File: config.mk
export PLATFORM = sky130hd
export DESIGN_NAME = mwsa_cell
export DESIGN_NICKNAME = d
export VERILOG_FILES = /design/src/sv/mwsa_pkg.sv /design/src/sv/mwsa_cell.sv
export SDC_FILE = /design/constraint.sdc
export NUM_CORES = 1
export LEC_CHECK = 0
export CAP_MARGIN = 20
export CORE_AREA = 2 2 136 138
export DETAILED_ROUTE_END_ITERATION = 7
export DIE_AREA = 0 0 138 140
export DONT_BUFFER_PORTS = 1
export PLACE_DENSITY = 0.8
export SLEW_MARGIN = 20
export SYNTH_ARGS = -nofsm -noshare
export SYNTH_HDL_FRONTEND = slang
export SYNTH_SLANG_ARGS = --single-unit
File: constraint.sdc
create_clock -name clk -period 3.92 [get_ports clk]
set_input_delay 0.784 -clock clk [delete_from_list [all_inputs] [get_ports clk]]
set_output_delay 0.784 -clock clk [all_outputs]
set_load 0.005 [all_outputs]
File: src/sv/mwsa_pkg.sv
// Package for the min-weight server assigner.
// Holds field widths, time limits and the structs shared by the top level and the cells.
// No dependencies.
package mwsa_pkg;

    localparam int TIME_W      = 48;
    localparam int WT_W        = 16;
    localparam int DUR_W       = 16;
    localparam int SLOT_W      = 4;
    localparam int CFG_W       = 5;
    localparam int DEF_SERVERS = 16;

    localparam logic [TIME_W-1:0] TIME_MAX    = {TIME_W{1'b1}};
    localparam logic [CFG_W-1:0]  CFG_RST_VAL = 5'd16;

    // Search token that walks down the row of server cells.
    typedef struct packed {
        logic              valid;
        logic [TIME_W-1:0] t0;
        logic              any;
        logic [WT_W-1:0]   aw;
        logic              bhas;
        logic [TIME_W-1:0] e;
        logic [WT_W-1:0]   bw;
    } mwsa_tok_t;

    // Write command broadcast to the cells; the selected cell applies it.
    typedef struct packed {
        logic              load;
        logic              set_free;
        logic [WT_W-1:0]   weight;
        logic [TIME_W-1:0] free_val;
    } mwsa_wr_t;

endpackage

File: src/sv/mwsa_cell.sv
// One server cell of the min-weight server assigner: weight and free time of one server.
// Refines the search token and hands it to the next cell each cycle.
// Depends on mwsa_pkg.
module mwsa_cell
    import mwsa_pkg::*;
#(
    parameter int IDX_W = 4,
    parameter int IDX   = 0
)
(
    input  logic             clk,
    input  logic             rst_n,
    input  logic             active,
    input  logic             wr_sel,
    input  mwsa_wr_t         wr,
    input  mwsa_tok_t        tok_in,
    input  logic [IDX_W-1:0] ai_in,
    input  logic [IDX_W-1:0] bi_in,
    output mwsa_tok_t        tok_out,
    output logic [IDX_W-1:0] ai_out,
    output logic [IDX_W-1:0] bi_out
);

    logic [WT_W-1:0]   weight_reg;
    logic [TIME_W-1:0] free_reg;
    mwsa_tok_t         tok_reg;
    mwsa_tok_t         tok_next;
    logic [IDX_W-1:0]  ai_reg;
    logic [IDX_W-1:0]  ai_next;
    logic [IDX_W-1:0]  bi_reg;
    logic [IDX_W-1:0]  bi_next;
    logic              free_le;
    logic              free_lt;
    logic              free_eq;

    assign free_le = (free_reg <= tok_in.t0);
    assign free_lt = (free_reg < tok_in.e);
    assign free_eq = (free_reg == tok_in.e);

    always_comb
    begin
        tok_next = tok_in;
        ai_next  = ai_in;
        bi_next  = bi_in;
        if (active)
        begin
            if (free_le && (!tok_in.any || (weight_reg < tok_in.aw)))
            begin
                tok_next.any = 1'b1;
                tok_next.aw  = weight_reg;
                ai_next      = IDX_W'(IDX);
            end
            if (!tok_in.bhas || free_lt || (free_eq && (weight_reg < tok_in.bw)))
            begin
                tok_next.bhas = 1'b1;
                tok_next.e    = free_reg;
                tok_next.bw   = weight_reg;
                bi_next       = IDX_W'(IDX);
            end
        end
    end

    always_ff @(posedge clk or negedge rst_n)
    begin
        if (!rst_n)
        begin
            weight_reg <= '0;
            free_reg   <= '0;
            tok_reg    <= '0;
        end
        else
        begin
            tok_reg <= tok_next;
            if (wr_sel && wr.load)
            begin
                weight_reg <= wr.weight;
                free_reg   <= '0;
            end
            else if (wr_sel && wr.set_free)
            begin
                free_reg <= wr.free_val;
            end
        end
    end

    always_ff @(posedge clk)
    begin
        ai_reg <= ai_next;
        bi_reg <= bi_next;
    end

    assign tok_out = tok_reg;
    assign ai_out  = ai_reg;
    assign bi_out  = bi_reg;

endmodule

==> reports/qor.yml, run 1 <==
synth.cell_area_um2: 11430
dieHeight_um: 140
timing.final.crit_period_ns: 3.336
r2r_setup_slack_ns: 0.58
min_period_over_period_pct: 85.11
cellPowerDensity_nw_per_um2: 444.8
io_pins: 348
cts_buffer_depth: 3
yosys_most_used_dff: "sky130_fd_sc_hd__dfrtp_1"
layout-area-overhead-vs-synth_pct: 7.990
place.port_buffers: 0
outcome: "complete, but fails checks"
htree_levels: 1
rows: 49
cp-startpoint: "free_reg[45]"
route.antenna.remaining_nets: 0
drt_iter0_drc: 707
yosys.area.top_type_share_pct: 42.68
grt_start_max_net_pins: 196
cts_tree: "done"
timing.critical_path.from_type: "flop"
r2r-start: "free_reg[45]"
chipWidth_um: 138
slew-limit-headroom_pct: 30.91
post_synth.cell_area_avg_um2: 9.697
postSynthNetCount: 1514
switchingPower_mw: 1.521
finalNetCount: 1481
postCtsSetupBuffers: 0
finalHoldViolCount: 102
drcViolationCount: 0
cts-resized-gates: 0
netlist-cell-type-count: 46
drive_gt1_share_pct: 11.63
cts_made_buffers: 23
critical_path.endpoint_type: "flop"
final-seq-area_um2: 5040
number_of_register_bits_inferred_by_synthesis: 203
drt-total-wl_um: 33610
area_used_by_multi_input_combinational_logic_um2: 5625
crit_path_max_fanout: 20
drt-wirelength-per-cell_um: 24.17
gp_congestion: 0.8896
worst_ir_drop_vdd_v: 0.0003478
cp_cell_sequence: "ha_1 > nand4_1 > nor4_2 > nand4_1 > nor3_1 > o22ai_1 > o211ai_2 > buf_4 > mux2_1"
max_clock_freq_mhz: 299.7
post_syn_instances: 1179
power_leakage_nw: 6.112
largest_reg_flops: 131
hold_path_class: "in2async"
synth_edf_count: 0
final.setup.tns_ns: 0
power.switching_fraction_pct: 27.70
failed_checks: "hold timing"
worstSkewPairLatency_ns: 0.50
ys_seq_area_share_pct: 44.08
clk_pin_slew_worst_paths_ns: 0.06
core_area_um2: 17780
globalRouteOverflowTotal: 0
initial_core_util_pct: 64.30
max_cap_viol_count: 0
synth_top_cell_by_area: "sky130_fd_sc_hd__dfrtp_1"
first_global_vias: 9694
clk_root_buffer_cell: "sky130_fd_sc_hd__clkbuf_16"
slew_at_the_pin_closest_to_its_max_slew_limit_ns: 1.033
first_pass_grt_wire_length_um: 52920
timing.critical_path.slowest_cell_delay_ns: 0.61
cpMostUsedCell: "sky130_fd_sc_hd__nand4_1"
layout.filler_cells: 1293
critical_path_required_ns: 4.30
clock_power_share_pct: 38.9
pwr-share-seq_pct: 46.1
finalMaxSlewViolations: 0
grt_antenna_before_repair: 2
synth.top_cells.by_count: "sky130_fd_sc_hd__dfrtp_1, sky130_fd_sc_hd__inv_1, sky130_fd_sc_hd__ha_1"
path_delay_family: "simple AND/OR/NAND/NOR gates"
die_area_um2: 19320
num_vias: 9405
timing.critical_path.arrival_ns: 3.71
cp.buffers_inverters: 1
rsz0062_at_grt: "no"
vias_per_cell: 6.761
finClkSkew_ns: 0.01074
dp.final_hpwl_um: 23150
cell_type_of_the_slowest_stage_on_the_worst_timing_path: "sky130_fd_sc_hd__nor4_2"
ys_async_sr_fraction_pct: 96.06
yosys-top-cells-area: "sky130_fd_sc_hd__dfrtp_1, sky130_fd_sc_hd__ha_1, sky130_fd_sc_hd__o211ai_2"
worst-setup-path-type: "reg2reg"
share_comb_of_total_power_pct: 15.1
cell_with_the_most_instances_after_synthesis: "sky130_fd_sc_hd__dfrtp_1"
timing.final.setup_violations: 0
yosysWarningCount: 0
internal_power_mw: 3.970
cts_sinks: 203
gr-usage-all-layers_pct: 34.17
drt_pass1_iterations: 7
final.hold.worst_slack_ns: -0.01991
## power by group through the flow
stage	clock, mW	sequential [mW]	combinational [mW]
2_1_floorplan	0	2.48	0.633
6_report	2.13	2.53	0.828
3_5_place_dp	0	2.56	0.803
5_1_grt	2.26	2.55	0.932
4_1_cts	2.16	2.52	0.823
3_3_place_gp	0	2.55	0.761
## metrics by stage
| step | std cells | total power, mW | utilization [%] | worst slack [ns] | area [um^2] |
|---|---|---|---|---|---|
| after CTS | 1390 | 5.506 | 69.42 | 0.6285 | 12340 |
| final | 1391 | 5.491 | 69.44 | 0.5837 | 12350 |
| after floorplan | 1179 | 3.110 | - | 1.118 | 11430 |
| after global routing | 1391 | 5.737 | 69.44 | 0.2955 | 12350 |
| after detailed placement | 1350 | 3.362 | 65.20 | 0.3209 | 11590 |
| after global placement | 1350 | 3.311 | 65.20 | 0.3094 | 11590 |
## final cells by class
cell class                 count  share of cell area, %
clock inverter                 7                 0.7094
sequential                   203                  40.82
tap                          229                  2.321
antenna                        1                0.02027
multi-input combinational    770                  45.57
inverter                     132                  4.013
timing repair buffer          16                  1.176
clock buffer                  33                  5.371
## final timing paths
path,endpoint,cells after the start
worst min register to register,free_reg[0],2
worst max-delay path,tok_out[77],9
max in group asynchronous,free_reg[13],0
worst min-delay path,free_reg[46],0
worst max register to register,tok_out[77],9
min in group clk,tok_out[88],0
## layer usage
metal / part of all wire, % / vias to the layer above / GRT usage, %
li1: - / 4134 / -
met4: 5.2 / 2 / 15.74
met2: 48 / 643 / 55.91
met3: 11 / 138 / 8.650
met1: 36 / 4488 / 43.04
met5: 0.048 / - / 0
## cells by family (layout without fill, tap and decap cells)
| family | Yosys count | in the layout | synth area share [%] |
|---|---|---|---|
| AO/OA/AOI/OAI | 282 | 282 | 17.34 |
| adder cells (fa/ha/maj) | 126 | 126 | 13.79 |
| buffers and inverters | 206 | 188 | 7.191 |
| flip-flops | 203 | 203 | 44.08 |
| multiplexers | 32 | 32 | 3.152 |
| other | 0 | 1 | 0 |
| AND/OR/NAND/NOR | 330 | 330 | 14.45 |
## placed cells by master, fill, tap and decap left out, drive strengths merged, types with 2 or more instances in the layout
| cell type | netlist | routed |
|---|---|---|
| mux2 | 32 | 32 |
| inv | 132 | 132 |
| o2111ai | 2 | 2 |
| o21bai | 2 | 2 |
| nand4 | 88 | 88 |
| a221oi | 4 | 4 |
| o21ai | 80 | 80 |
| ha | 126 | 126 |
| clkinv | 0 | 4 |
| nor2 | 10 | 10 |
| clkbuf | 41 | 33 |
| o22ai | 2 | 2 |
| a21o | 17 | 17 |
| and3 | 5 | 5 |
| nand3 | 73 | 73 |
| a211oi | 5 | 5 |
| or3 | 2 | 2 |
| dfrtp | 195 | 195 |
| and2 | 6 | 6 |
| o211ai | 67 | 67 |
| nand2 | 124 | 124 |
| dfxtp | 8 | 8 |
| nor4 | 4 | 4 |
| a221o | 2 | 2 |
| buf | 33 | 16 |
| nand2b | 5 | 5 |
| bufinv | 0 | 2 |
| a21oi | 95 | 95 |
| nor2b | 3 | 3 |
| nor3 | 7 | 7 |
No activity file was read; power rests on OpenSTA's default activity.
==> run 2, diff against run 1 <==
Settings changed: ABC_AREA set to 1, PLACE_DENSITY 0.8 to 0.75.
==> run 2 against run 1 <==
  * The run still ends with hold timing left
  * Cell area fell by 6.4%
  * Clock skew fell by 0.0026 ns
  * Synthesized cell count rose by 3.3%
  * First-iteration DRC count fell by 37%
  * Global-route usage fell by 5.9 points
  * Wire length fell by 17%
  * Critical path depth rose by 3
  * Sequential share of layout area rose by 2.8 points
  * Utilization fell by 4.4 points
  * Sequential power barely moved
  * Via count fell by 12%
  * Critical path type unchanged
  * Critical endpoint is now tok_out[57]
  * Largest power group unchanged
==> reports/qor.yml, run 2 <==
drcViolationCount: 0
r2r_setup_slack_ns: 0.94
chipWidth_um: 138
cp_cell_sequence: "ha_1 > nand2_2 > nor2_4 > nand4_2 > nor2_2 > nand2_1 > nor2_1 > a21boi_1 > nand2_4 > nand2_4 > nand2_1 > nand2_1"
timing.critical_path.from_type: "flop"
r2r-start: "free_reg[47]"
yosys.area.top_type_share_pct: 45.42
rows: 49
die_area_um2: 19320
postSynthNetCount: 1553
path_delay_family: "simple AND/OR/NAND/NOR gates"
max_cap_viol_count: 0
slew_at_the_pin_closest_to_its_max_slew_limit_ns: 1.034
n_antenna_cell: 0
yosys.area_share.simple_pct: 24.27
synth.cell_area_um2: 10740
cellPowerDensity_nw_per_um2: 478.1
layout-area-overhead-vs-synth_pct: 7.546
finClkSkew_ns: 0.008094
timing.final.crit_period_ns: 2.984
vias_per_cell: 5.714
cell_with_the_most_instances_after_synthesis: "sky130_fd_sc_hd__nand2_1"
core_area_um2: 17780
cpMostUsedCell: "sky130_fd_sc_hd__nand2_1"
finalMaxSlewViolations: 0
largest_reg_flops: 131
muxShareOfSynthArea_pct: 1.677
failed_checks: "hold timing"
htree_levels: 1
timing.final.setup_violations: 0
post_synthesis_xor_xnor_area_fraction_pct: 0
synth.top_cells.by_count: "sky130_fd_sc_hd__nand2_1, sky130_fd_sc_hd__dfrtp_1, sky130_fd_sc_hd__inv_1"
synth_top_cell_by_area: "sky130_fd_sc_hd__dfrtp_1"
postCtsSetupBuffers: 0
finalHoldViolCount: 84
outcome: "complete, but fails checks"
io_pins: 348
cts_sinks: 203
final.hold.worst_slack_ns: -0.01956
final.setup.tns_ns: 0
layout.cells.most_common_list: "sky130_fd_sc_hd__nand2_1, sky130_fd_sc_hd__dfrtp_1, sky130_fd_sc_hd__inv_1"
critical_path_required_ns: 4.30
r2r.worst_path.cells: 12
ys_async_sr_fraction_pct: 96.06
ys_seq_area_share_pct: 46.91
first_pass_grt_wire_length_um: 44270
cell_type_of_the_slowest_stage_on_the_worst_timing_path: "sky130_fd_sc_hd__nand2_4"
worst-setup-path-type: "reg2reg"
worstSkewPairLatency_ns: 0.50
slew-limit-headroom_pct: 30.80
drt-wirelength-per-cell_um: 19.27
cts-resized-gates: 0
drt_pass1_iterations: 5
synthesized_area_fraction_occupied_by_ao_oa_aoi_and_oai_cells_pct: 4.460
postLayoutSetupSlackWorst_ns: 0.9356
synthAdderAreaFrac_pct: 14.67
rsz0062_at_grt: "no"
first_global_vias: 8359
grt_antenna_before_repair: 0
min_period_over_period_pct: 76.13
cp.buffers_inverters: 0
yosysWarningCount: 0
post_synth.cell_area_avg_um2: 8.821
clk_root_buffer_cell: "sky130_fd_sc_hd__clkbuf_16"
place.port_buffers: 0
grt_start_max_net_pins: 196
cts_tree: "done"
power_leakage_nw: 6.468
drive_gt1_share_pct: 7.496
number_of_register_bits_inferred_by_synthesis: 203
critical_path.endpoint_type: "flop"
initial_core_util_pct: 60.43
dieHeight_um: 140
drt-total-wl_um: 27810
post_dp_cell_area_um2: 10820
cts_buffer_depth: 3
preCtsSetupSlack_ns: 0.6039
timing.critical_path.slowest_cell_delay_ns: 0.52
post_syn_instances: 1218
dp.final_hpwl_um: 19560
globalRouteOverflowTotal: 0
hold_path_class: "in2async"
crit_path_max_fanout: 64
clk_pin_slew_worst_paths_ns: 0.06
layout.cell_area.non_filler_um2: 11550
timing.critical_path.arrival_ns: 3.36
worst_ir_drop_vdd_v: 0.0004140
total_power_mw: 5.525
netlist-cell-type-count: 35
synth_top_family_by_area: "simple AND/OR/NAND/NOR gates"
synth_edf_count: 0
gr-usage-all-layers_pct: 28.27
layout_commonest_cell: "sky130_fd_sc_hd__nand2_1"
finalNetCount: 1533
yosys-top-cells-area: "sky130_fd_sc_hd__dfrtp_1, sky130_fd_sc_hd__ha_1, sky130_fd_sc_hd__nand2_1"
yosys_most_used_dff: "sky130_fd_sc_hd__dfrtp_1"
max_clock_freq_mhz: 335.1
cts_made_buffers: 22
r2r-end: "tok_out[57]"
drt_iter0_drc: 445
route.antenna.remaining_nets: 0
num_vias: 8245
gp_congestion: 0.8433
run 2: cell types whose count changed in the layout (fill, tap and decap cells not counted), sizes merged, moves of 11 or more:
cell and change:
buf -11, nor2 +25, nand3 +98, nand2 +216, a21o -12, o211ai -67, nand4 -64, o21ai -67
inv +28, mux2 -16, a21oi -42
run 2: layout make-up:
| type | count | area (um^2) |
|---|---|---|
| flip-flops and latches | 203 | 5040 |
| clock inverters | 10 | 102.6 |
| clock buffers | 30 | 631.9 |
| multi-input cells | 806 | 4856 |
| fillers | 1440 | 6225 |
| repair buffers | 5 | 37.54 |
| inverters | 160 | 600.6 |
| well taps | 229 | 286.5 |
run 2: worst max-delay path by stage:
| stage | start | to | slack, ns | cells past startpoint |
|---|---|---|---|---|
| final | free_reg[47] | tok_out[57] | 0.94 | 12 |
| after global routing | free_reg[47] | tok_out[45] | 0.67 | 12 |
| after CTS | free_reg[47] | ai_out[3] | 0.95 | 11 |
| after detailed placement | tok_in[129] | ai_out[3] | 0.60 | 12 |
| after global placement | tok_in[129] | ai_out[3] | 0.63 | 12 |
| after floorplan | tok_in[63] | tok_out[10] | 1.61 | 14 |
run 2: cells by family after synthesis:
kind of cell | Yosys count
AO/OA/AOI/OAI | 86
adder cells (fa/ha/maj) | 126
buffers and inverters | 209
flip-flops | 203
multiplexers | 16
AND/OR/NAND/NOR | 578
run 2: through the flow:
stage / utilization [%] / std cells
after CTS: 64.99 / 1443
after global placement: 60.86 / 1403
after floorplan: - / 1218
final: 64.99 / 1443
after detailed placement: 60.86 / 1403
after global routing: 64.99 / 1443
run 2: power breakdown:
group          total [mW]  switching (mW)  internal [mW]
Sequential           2.55           0.222           2.33
Combinational       0.879           0.523          0.356
Clock                2.09           0.832           1.26
Total                5.52            1.58           3.95
run 2: layer usage:
metal	vias to the layer above	part of all wire, %	GRT usage, %
met5	-	0	0
met3	65	9.8	8.103
met1	3923	38	35.25
met2	357	49	47.94
li1	3900	-	-
met4	0	3.2	8.915
